**src/hw/rtl/spq_pkg.sv**
```systemverilog
// Shared types and codes for the stable priority queue.
package spq_pkg;

    localparam int PAYLOAD_BITS  = 32;
    localparam int PRIORITY_BITS = 16;
    localparam int HANDLE_BITS   = 4;
    localparam int QLEN_BITS     = 5;

    typedef enum logic [1:0] {
        REQ_ADD    = 2'd0,
        REQ_POP    = 2'd1,
        REQ_PEEK   = 2'd2,
        REQ_REMOVE = 2'd3
    } t_req_type;

    typedef enum logic [1:0] {
        ST_OK        = 2'd0,
        ST_EMPTY     = 2'd1,
        ST_FULL      = 2'd2,
        ST_NOT_FOUND = 2'd3
    } t_status;

    typedef struct packed {
        t_req_type                       req_type;
        logic [PAYLOAD_BITS-1:0]         payload;
        logic signed [PRIORITY_BITS-1:0] prio;
        logic [HANDLE_BITS-1:0]          handle;
    } t_req;

    typedef struct packed {
        t_status                         status;
        logic [PAYLOAD_BITS-1:0]         out_payload;
        logic signed [PRIORITY_BITS-1:0] out_priority;
        logic [HANDLE_BITS-1:0]          out_handle;
        logic [QLEN_BITS-1:0]            queue_length;
    } t_rsp;

    typedef struct packed {
        logic load;
        logic commit;
    } t_dp_cmd;

endpackage

```
**src/hw/rtl/spq_ctrl.sv**
```systemverilog
// Handshake controller of the stable priority queue.
module spq_ctrl (
    input  logic             i_clk,
    input  logic             i_rst_n,
    input  logic             i_req_valid,
    output logic             o_req_ready,
    output logic             o_rsp_valid,
    input  logic             i_rsp_ready,
    output spq_pkg::t_dp_cmd o_cmd
);
    import spq_pkg::*;

    typedef enum logic {
        S_IDLE,
        S_EXEC
    } t_state;

    t_state r_state;
    logic   r_rsp_valid;
    logic   accept;
    logic   can_commit;

    assign o_req_ready  = (r_state == S_IDLE);
    assign accept       = i_req_valid && o_req_ready;
    assign can_commit   = (r_state == S_EXEC) && (!r_rsp_valid || i_rsp_ready);
    assign o_cmd.load   = accept;
    assign o_cmd.commit = can_commit;
    assign o_rsp_valid  = r_rsp_valid;

    always_ff @(posedge i_clk) begin
        if (!i_rst_n) begin
            r_state     <= S_IDLE;
            r_rsp_valid <= 1'b0;
        end else begin
            unique case (r_state)
                S_IDLE: begin
                    if (accept) r_state <= S_EXEC;
                end
                S_EXEC: begin
                    if (can_commit) r_state <= S_IDLE;
                end
                default: r_state <= S_IDLE;
            endcase
            if (can_commit) begin
                r_rsp_valid <= 1'b1;
            end else if (i_rsp_ready) begin
                r_rsp_valid <= 1'b0;
            end
        end
    end

endmodule

```
**src/hw/rtl/spq_datapath.sv**
```systemverilog
// Sorted shift-register cells, tag map and result register of the queue.
module spq_datapath #(
    parameter int CAPACITY = 16
) (
    input  logic             i_clk,
    input  logic             i_rst_n,
    input  spq_pkg::t_dp_cmd i_cmd,
    input  spq_pkg::t_req    i_req,
    output spq_pkg::t_rsp    o_rsp
);
    import spq_pkg::*;

    localparam int TW   = $clog2(CAPACITY);
    localparam int CNTW = $clog2(CAPACITY + 1);
    localparam int HW   = (TW > HANDLE_BITS) ? TW : HANDLE_BITS;

    typedef struct packed {
        logic [PAYLOAD_BITS-1:0]         payload;
        logic signed [PRIORITY_BITS-1:0] prio;
        logic [TW-1:0]                   tag;
    } t_entry;

    t_entry              r_cells [CAPACITY];
    t_entry              n_cells [CAPACITY];
    logic [CNTW-1:0]     r_count, n_count;
    logic [CAPACITY-1:0] r_tag_used, n_tag_used;
    t_req                r_req;
    t_rsp                r_rsp, n_rsp;

    logic [CAPACITY-1:0] valid, gt, ins, match, del, sh;
    logic                found, any_free, is_full, is_empty, do_ins;
    logic [TW-1:0]       free_tag;
    logic [HW-1:0]       tag_ext;
    logic [HW-1:0]       handle_ext;
    t_entry              new_entry;

    always_comb begin
        for (int i = 0; i < CAPACITY; i++) begin
            valid[i] = (CNTW'(i) < r_count);
            gt[i]    = valid[i] && ($signed(r_cells[i].prio) > $signed(r_req.prio));
            ins[i]   = valid[i] ? gt[i] : (CNTW'(i) == r_count);
            match[i] = valid[i] && (HW'(r_cells[i].tag) == HW'(r_req.handle));
        end
        found    = |match;
        any_free = 1'b0;
        free_tag = '0;
        for (int i = CAPACITY - 1; i >= 0; i--) begin
            if (!r_tag_used[i]) begin
                any_free = 1'b1;
                free_tag = TW'(i);
            end
        end
    end

    always_comb begin
        is_full            = (r_count >= CNTW'(CAPACITY));
        is_empty           = (r_count == '0);
        handle_ext         = HW'(r_req.handle);
        tag_ext            = HW'(free_tag);
        new_entry.payload  = r_req.payload;
        new_entry.prio     = r_req.prio;
        new_entry.tag      = free_tag;
        n_count            = r_count;
        n_tag_used         = r_tag_used;
        n_rsp              = '0;
        n_rsp.status       = ST_OK;
        del                = '0;
        do_ins             = 1'b0;

        case (r_req.req_type) inside
            REQ_ADD: begin
                if (is_full || !any_free) begin
                    n_rsp.status = ST_FULL;
                end else begin
                    do_ins               = 1'b1;
                    n_rsp.out_handle     = tag_ext[HANDLE_BITS-1:0];
                    n_tag_used[free_tag] = 1'b1;
                    n_count              = r_count + CNTW'(1);
                end
            end
            REQ_POP, REQ_PEEK: begin
                if (is_empty) begin
                    n_rsp.status = ST_EMPTY;
                end else begin
                    n_rsp.out_payload  = r_cells[0].payload;
                    n_rsp.out_priority = r_cells[0].prio;
                    n_rsp.out_handle   = HANDLE_BITS'(HW'(r_cells[0].tag));
                    if (r_req.req_type == REQ_POP) begin
                        del[0]                      = 1'b1;
                        n_tag_used[r_cells[0].tag] = 1'b0;
                        n_count                     = r_count - CNTW'(1);
                    end
                end
            end
            default: begin
                if (!found) begin
                    n_rsp.status = ST_NOT_FOUND;
                end else begin
                    del                           = match;
                    n_tag_used[handle_ext[TW-1:0]] = 1'b0;
                    n_count                       = r_count - CNTW'(1);
                end
            end
        endcase

        n_rsp.queue_length = QLEN_BITS'(n_count);

        sh[0] = del[0];
        for (int i = 1; i < CAPACITY; i++) begin
            sh[i] = sh[i-1] | del[i];
        end

        for (int i = 0; i < CAPACITY; i++) begin
            n_cells[i] = r_cells[i];
        end
        if (do_ins) begin
            if (ins[0]) n_cells[0] = new_entry;
            for (int i = 1; i < CAPACITY; i++) begin
                if (ins[i-1]) begin
                    n_cells[i] = r_cells[i-1];
                end else if (ins[i]) begin
                    n_cells[i] = new_entry;
                end
            end
        end else begin
            for (int i = 0; i < CAPACITY - 1; i++) begin
                if (sh[i]) n_cells[i] = r_cells[i+1];
            end
        end
    end

    always_ff @(posedge i_clk) begin
        if (!i_rst_n) begin
            r_count    <= '0;
            r_tag_used <= '0;
        end else if (i_cmd.commit) begin
            r_count    <= n_count;
            r_tag_used <= n_tag_used;
        end
    end

    always_ff @(posedge i_clk) begin
        if (i_cmd.load) r_req <= i_req;
        if (i_cmd.commit) begin
            r_cells <= n_cells;
            r_rsp   <= n_rsp;
        end
    end

    assign o_rsp = r_rsp;

endmodule

```
**src/hw/rtl/stable_priority_queue.sv**
```systemverilog
// Top level of the stable priority queue: controller and datapath.
//
// Requests enter on the request channel (i_req_valid, o_req_ready, i_req) and
// each one yields exactly one response beat on the response channel
// (o_rsp_valid, i_rsp_ready, o_rsp). A request is add, pop, peek or remove by
// handle; entries of equal priority leave in arrival order.
// A request accepted at one clock edge enters S_EXEC in the following cycle;
// its response is registered when S_EXEC commits, which waits while an older
// response is still unread. No new request is taken before the last one has
// committed: the queue captures it in S_IDLE, then updates every cell of the
// sorted shift register at once in S_EXEC.
// While a response waits for i_rsp_ready, one further request is still
// accepted; its execution holds until the waiting beat is taken.
// Synchronous reset (i_rst_n low) empties the queue and frees all tags at
// once; no clearing pass is needed.
module stable_priority_queue #(
    parameter int CAPACITY = 16
) (
    input  logic          i_clk,
    input  logic          i_rst_n,
    input  logic          i_req_valid,
    output logic          o_req_ready,
    input  spq_pkg::t_req i_req,
    output logic          o_rsp_valid,
    input  logic          i_rsp_ready,
    output spq_pkg::t_rsp o_rsp
);
    import spq_pkg::*;

    t_dp_cmd cmd;

    spq_ctrl u_ctrl (
        .i_clk       (i_clk),
        .i_rst_n     (i_rst_n),
        .i_req_valid (i_req_valid),
        .o_req_ready (o_req_ready),
        .o_rsp_valid (o_rsp_valid),
        .i_rsp_ready (i_rsp_ready),
        .o_cmd       (cmd)
    );

    spq_datapath #(
        .CAPACITY (CAPACITY)
    ) u_datapath (
        .i_clk   (i_clk),
        .i_rst_n (i_rst_n),
        .i_cmd   (cmd),
        .i_req   (i_req),
        .o_rsp   (o_rsp)
    );

endmodule
```
**config.mk**
```make
export PLATFORM = sky130hd
export DESIGN_NAME = stable_priority_queue
export DESIGN_NICKNAME = d
export VERILOG_FILES = /design/src/hw/rtl/spq_pkg.sv /design/src/hw/rtl/spq_ctrl.sv /design/src/hw/rtl/spq_datapath.sv /design/src/hw/rtl/stable_priority_queue.sv
export SDC_FILE = /design/constraint.sdc
export NUM_CORES = 2
export LEC_CHECK = 0
export ABC_CLOCK_PERIOD_IN_PS = 9400
export BUFFER_PORTS_ARGS = -buffer_cell sky130_fd_sc_hd__clkbuf_2
export CAP_MARGIN = 10
export CORE_AREA = 5 5 337 339
export DETAILED_ROUTE_END_ITERATION = 6
export DIE_AREA = 0 0 342 344
export PLACE_DENSITY = 0.66
export SKIP_LAST_GASP = 1
export SLEW_MARGIN = 40
export SYNTH_ARGS = -nofsm -noshare
export SYNTH_HDL_FRONTEND = slang
export SYNTH_SLANG_ARGS = --single-unit
export TNS_END_PERCENT = 5
```
**constraint.sdc**
```tcl
create_clock -name i_clk -period 9.4 [get_ports i_clk]
set_input_delay 1.88 -clock i_clk [delete_from_list [all_inputs] [get_ports i_clk]]
set_output_delay 1.88 -clock i_clk [all_outputs]
set_load 0.05 [all_outputs]
```
### After elaboration in Yosys (flattened, before gate mapping)

Cells that the tools add are included.

* input port bits: 58
* flip-flop bits (word level): 968

* mux-type cells: 136
* bitwise logic cells: 21
* reductions and logical operators: 81
* equality and inequality tests: 51
* magnitude comparators: 39
* $add $sub $neg: 2

Operator list (number)
* two-way mux 52 bit: 46
* two-way mux 780 bit: 1
* greater-than comparator 16 bit: 16
* two-way mux 16 bit: 6
* two-way mux 4 bit: 20
* == test 4 bit: 16
* AND reduction 3 bit: 16
* two-way mux 1 bit: 46
* inequality test 3 x 1 -> 1 bit (second input constant): 15
* == test 4 x 5 -> 1 bit (first input constant): 8
* less-than comparator 4 x 5 -> 1 bit (first input constant): 8
* logical AND 1 bit: 37
* nonzero test 2 bit: 17
* AND 16 bit: 2
* inverter 16 bit: 2
* two-way mux 5 bit: 6
* two-way mux 14 bit: 2
* == test 3 x 5 -> 1 bit (first input constant): 4
* less-than comparator 3 x 5 -> 1 bit (first input constant): 4
* OR 16 bit: 1
* OR reduction 16 bit: 1
* less-than comparator 4 x 5 -> 1 bit (second input constant): 3
* two-way mux 15 bit: 1
* OR 1 bit: 14
* other kinds (25): 38

### Longest topological paths before layout

* depth after elaboration: 23
* depth in mapped cells: 14

### By module

Synthesis repeated with hierarchy kept, for this count alone.

* cell total of the unflattened synthesis: 5301
* area total of the unflattened synthesis: 54576.1 µm²

Modules (own cells, without submodules)
* spq_datapath: instances 1, sequential area each 28797.6 µm², cells each 5290, area each 54458.5 µm²
* spq_ctrl: instances 1, sequential area each 40.0 µm², cells each 11, area each 117.6 µm²

### Least setup slack after synthesis

No wires, ideal clock.

* path kind: in2reg
* start point: in i_rsp_ready
* end point: reg u_datapath.r_cells[156] in the netlist's numbering (enable)
* setup slack: 1938 ps
* arrival time: 6969 ps
* setup time: 493 ps
* stages on the path: 6
* path buffers: 1
* path through: nand2b_1 > nand2_1 > inv_1 > clkbuf_1 > nand2b_1 > a31oi_1

* word-level cells in the longest chain between the ends: 3

Ends and longest elaborated chain
* from (decl): RTL line stable_priority_queue.sv:25 `input logic i_rsp_ready,`
* logical OR 1 bit: RTL line spq_ctrl.sv:25 `assign can_commit = (r_state == S_EXEC) && (!r_rsp_valid || i_rsp_ready);`
* logical AND 1 bit: RTL line spq_ctrl.sv:25
* via u_ctrl.can_commit: RTL line spq_ctrl.sv:21 `logic can_commit;`
* AND reduction 3 bit (no source line)
* to (signal assigned): RTL line spq_datapath.sv:145 `r_cells <= n_cells;`
* to (decl): RTL line spq_datapath.sv:23 `t_entry r_cells [CAPACITY];`

The timed path passes the listed nets, and every way through them passes these cells.
A chain may end at the register's enable or synchronous reset.

### Final worst setup path

* start point: reg u_datapath.r_req, in the netlist u_datapath.new_entry[11]
* end point: reg u_datapath.r_cells[377] in the netlist's numbering (enable)

* word-level cells in the longest chain between the ends: 5
* elaborated cells on any way between the ends: 8

Ends and longest elaborated chain
* from (decl): RTL line spq_datapath.sv:27 `t_req r_req;`
* from (signal assigned): RTL line spq_datapath.sv:143 `if (i_cmd.load) r_req <= i_req;`
* greater-than comparator 16 bit: RTL line spq_datapath.sv:40 `gt[i] = valid[i] && ($signed(r_cells[i].prio) > $signed(r_req.prio));`
* logical AND 1 bit: RTL line spq_datapath.sv:40
* two-way mux 1 bit: RTL line spq_datapath.sv:41 `ins[i] = valid[i] ? gt[i] : (CNTW'(i) == r_count);`
* inequality test 3 x 1 -> 1 bit (no source line) (*)
* AND reduction 3 bit (no source line) (*)

Mark *: on every way between the ends. The rest lies on a longest branch, timed or not.

==> run_results.csv <==
group,metric,value,unit
synthesis,syn_nets,5500,
floorplan,die_area,118000,um2
drt,vias,41799,
floorplan,io_pins,119,
critical_path,crit_type,"flop to flop",
drt,wl_per_cell,24.4,um
clock_network,cts_sinks,968,
floorplan,die_w,342,um
power_and_ir_drop,max-vdd-ir-drop,141,uV
cells_and_area,final_nets,5380,
synthesis,async_flop_share,0,%
synthesis,synth_top_family_by_area,"simple AND/OR/NAND/NOR gates",
synthesis,avgSynthCellArea,10.5,um2
worst_hold_path,hold_path_depth,2,
cells_and_area,stdcell_area,60100,um2
placement,placed_cells,6449,
cells_and_area,n_antenna_cell,0,
grt,grt_max_degree,207,
sta,relSlewSlack,40.6,%
floorplan,die_y,344,um
sta,fin_crit_sh,55.6,%
drt,drc_errors,0,
synthesis,synth_seq_cells,968,
synthesis,muxShareOfSynthArea,8.93,%
floorplan,start_util,49.8,%
clock_network,cts_setup_buffers,0,
sta,fin_tns_setup,0,ns
sta,post-route-min-period,5.23,ns
synthesis,synth_cells,5193,
critical_path,cp.arrival,5.54,ns
critical_path,crit_path_end_kind,"flop",
synthesis,yosysSeqAreaShare,52.7,%
synthesis,yosys.area_share.adder,5.69,%
sta,fmax,191,MHz
worst_hold_path,holdCritPathClass,"flop to flop",
placement,dp_hpwl,102000,um
placement,gp_congestion,0.917,
grt,grt_pass1_wl,246000,um
floorplan,rows,122,
clock_network,cts-resized-gates,0,
synthesis,synth_compound_area_share,13.5,%
sta,setup_viol_count_final,0,
power_and_ir_drop,clockPowerShare,39.1,%
placement,place_area,56600,um2
power_and_ir_drop,p_per_area,178,nW/um2
sta,finalHoldViolations,0,
critical_path,ff2ff_path_depth,11,
synthesis,synth.distinct_cells,89,
clock_network,clk-insertion-delay-late,0.70,ns
drt,routed_via_density,6.29,
synthesis,yosysWarnings,0,
grt,grt_pass1_vias,40023,
clock_network,path_clk_slew,0.06,ns
synthesis,synth_xor_area_share,1.06,%
power_and_ir_drop,p_int,0.00780,W
clock_network,numCtsBuffers,105,
status,outcome,"complete, no violations",
clock_network,clockBufferDepth,3,
drt,dr.first_iter.drc_count,4547,
sta,worst_pin_slew,0.892,ns
critical_path,worstPathMaxFanout,37,
power_and_ir_drop,p_leak,23.8,nW
sta,holdWs,0.519,ns
clock_network,cts_tree,"done",
sta,finClkSkew,0.0363,ns
cells_and_area,syn2layout_area_growth,9.83,%
cells_and_area,finalNonFillerCells,6650,
synthesis,synth_edf_count,945,
critical_path,worst_ep_required_time,9.71,ns
synthesis,yosys.area_share.simple,14.1,%
critical_path,critPathLaunchType,"flop",
synthesis,netlist_area,54800,um2
drt,ant_nets,0,
sta,maxSlewViolCount,0,
power_and_ir_drop,switching_share,27.4,%
drt,dr.pass1.iters,6,
job,maxCapViolCount,0,
power_and_ir_drop,p_switching,0.00294,W
power_and_ir_drop,p_seq_share,47.2,%
grt,grt-ovfl-total,0,
grt,antenna_found_initial,0,
synthesis,synth_flop_cell,"edfxtp_1",
sta,rsz0062_at_grt,"no",
power_and_ir_drop,combPwrFrac,13.7,%
clock_network,cts_root_buf,"clkbuf_16",
clock_network,h-tree-depth,3,
grt,grt_use_total,26.7,%
floorplan,design.core.area,110000,um2
cells_and_area,layout-drive-gt1-share,10.4,%
drt,drt_wl_total,162000,um
placement,port-buffer-count,118,
clock_network,hold_buffers,0,
Yosys cell counts, drive strengths merged (4+ instances only):
cell type	instances	area, um2
a2111oi	9	80.1
a211o	5	43.8
a211oi	10	75.1
a21bo	52	521
a21boi	4	30.0
a21o	42	315
a21oi	178	898
a221oi	8	70.1
a311oi	6	58.8
a31oi	120	766
and2	7	43.8
and3	63	394
and4	8	70.1
buf	143	850
clkbuf	294	1100
dfxtp	23	460
edfxtp	945	28400
ha	249	3120
inv	66	248
mux2	52	586
mux2i	430	4300
nand2	845	3180
nand2b	10	62.6
nand3	236	1180
nand4	43	284
nor2	319	1210
nor2b	24	150
nor3	132	672
nor4	19	131
nor4b	8	95.1
o211ai	155	1180
o21a	20	150
o21ai	443	2220
o221a	17	191
o221ai	6	52.6
o22ai	61	388
o311a	5	51.3
o311ai	4	35.0
o31ai	8	65.1
or2	7	43.8
or3	9	56.3
or4	5	37.5
xnor2	31	272
xor2	35	307
state kept, by name (all words and copies together) (netlist names):
name and count:
u_datapath.r_cells 832, u_datapath.o_rsp 59, u_datapath.new_entry 48, u_datapath.r_tag_used 16, u_datapath.r_count 5, u_datapath.handle_ext 4, u_datapath.r_req 2, u_ctrl.o_rsp_valid 1
u_ctrl.r_state 1
kinds of logic after synthesis:
family / Yosys count
buf+inv: 503
simple gates: 1748
mux: 482
flops: 968
xor+xnor: 66
compound gates: 1177
fa+ha+maj: 249
layout make-up:
cell class	instances	area [um2]
clock inverter	65	647
fill	9447	49900
clock buffer	131	2800
inverter	66	250
multi-input combinational	3722	24200
tap	1488	1860
timing repair buffer	210	1590
sequential	968	28800
metal layers:
layer | vias up | global-route usage, % | share of wire [%]
li1 | 19081 | - | -
met1 | 20609 | 37.3 | 43
met2 | 1838 | 42.8 | 46
met3 | 271 | 4.48 | 8.2
met4 | 0 | 8.71 | 3.0
met5 | - | 0 | 0
power groups by stage:
stage | registers, W | logic [W] | clock network (W)
detailed placement | 0.00515 | 0.00144 | 0
CTS | 0.00506 | 0.00145 | 0.00426
global placement | 0.00515 | 0.00140 | 0
global route | 0.00508 | 0.00160 | 0.00443
floorplan | 0.00514 | 0.000987 | 0
finish | 0.00507 | 0.00147 | 0.00420
stage by stage:
step,setup WS (ns),total power (W),util (%)
6_report,4.17,0.0107,54.6
5_1_grt,3.96,0.0111,54.6
4_1_cts,4.19,0.0108,54.5
3_5_place_dp,4.12,0.00659,51.4
3_3_place_gp,3.84,0.00655,51.1
2_1_floorplan,1.94,0.00613,-
critical path: stages (launching register included):
cell and delay (ns):
edfxtp_1 0.82, inv_1 0.62, ha_1 0.50, nand2_1 0.05
or4_1 0.47, a311oi_1 0.26, nor3_1 0.10, mux2i_1 0.25
a21o_4 0.42, inv_1 0.14, a221oi_4 0.54, buf_4 0.64
worst paths after layout:
kind                                  from                       to  slack (ns)
setup / recovery  u_datapath.new_entry[11]  u_datapath.r_cells[377]        4.17
setup reg to reg  u_datapath.new_entry[11]  u_datapath.r_cells[377]        4.17
hold reg to reg         u_ctrl.o_rsp_valid       u_ctrl.o_rsp_valid        0.52
hold / removal          u_ctrl.o_rsp_valid       u_ctrl.o_rsp_valid        0.52
layout by cell type (no fill, tap or decap), drive strengths merged, types with 132 or more instances in the layout:
cell type | synthesis | final
nand2 | 845 | 845
clkbuf | 294 | 250
nor2 | 319 | 319
nor3 | 132 | 132
nand3 | 236 | 236
o211ai | 155 | 155
edfxtp | 945 | 945
a21oi | 178 | 178
ha | 249 | 249
o21ai | 443 | 443
mux2i | 430 | 430
Power figures use the tool's default switching activity.
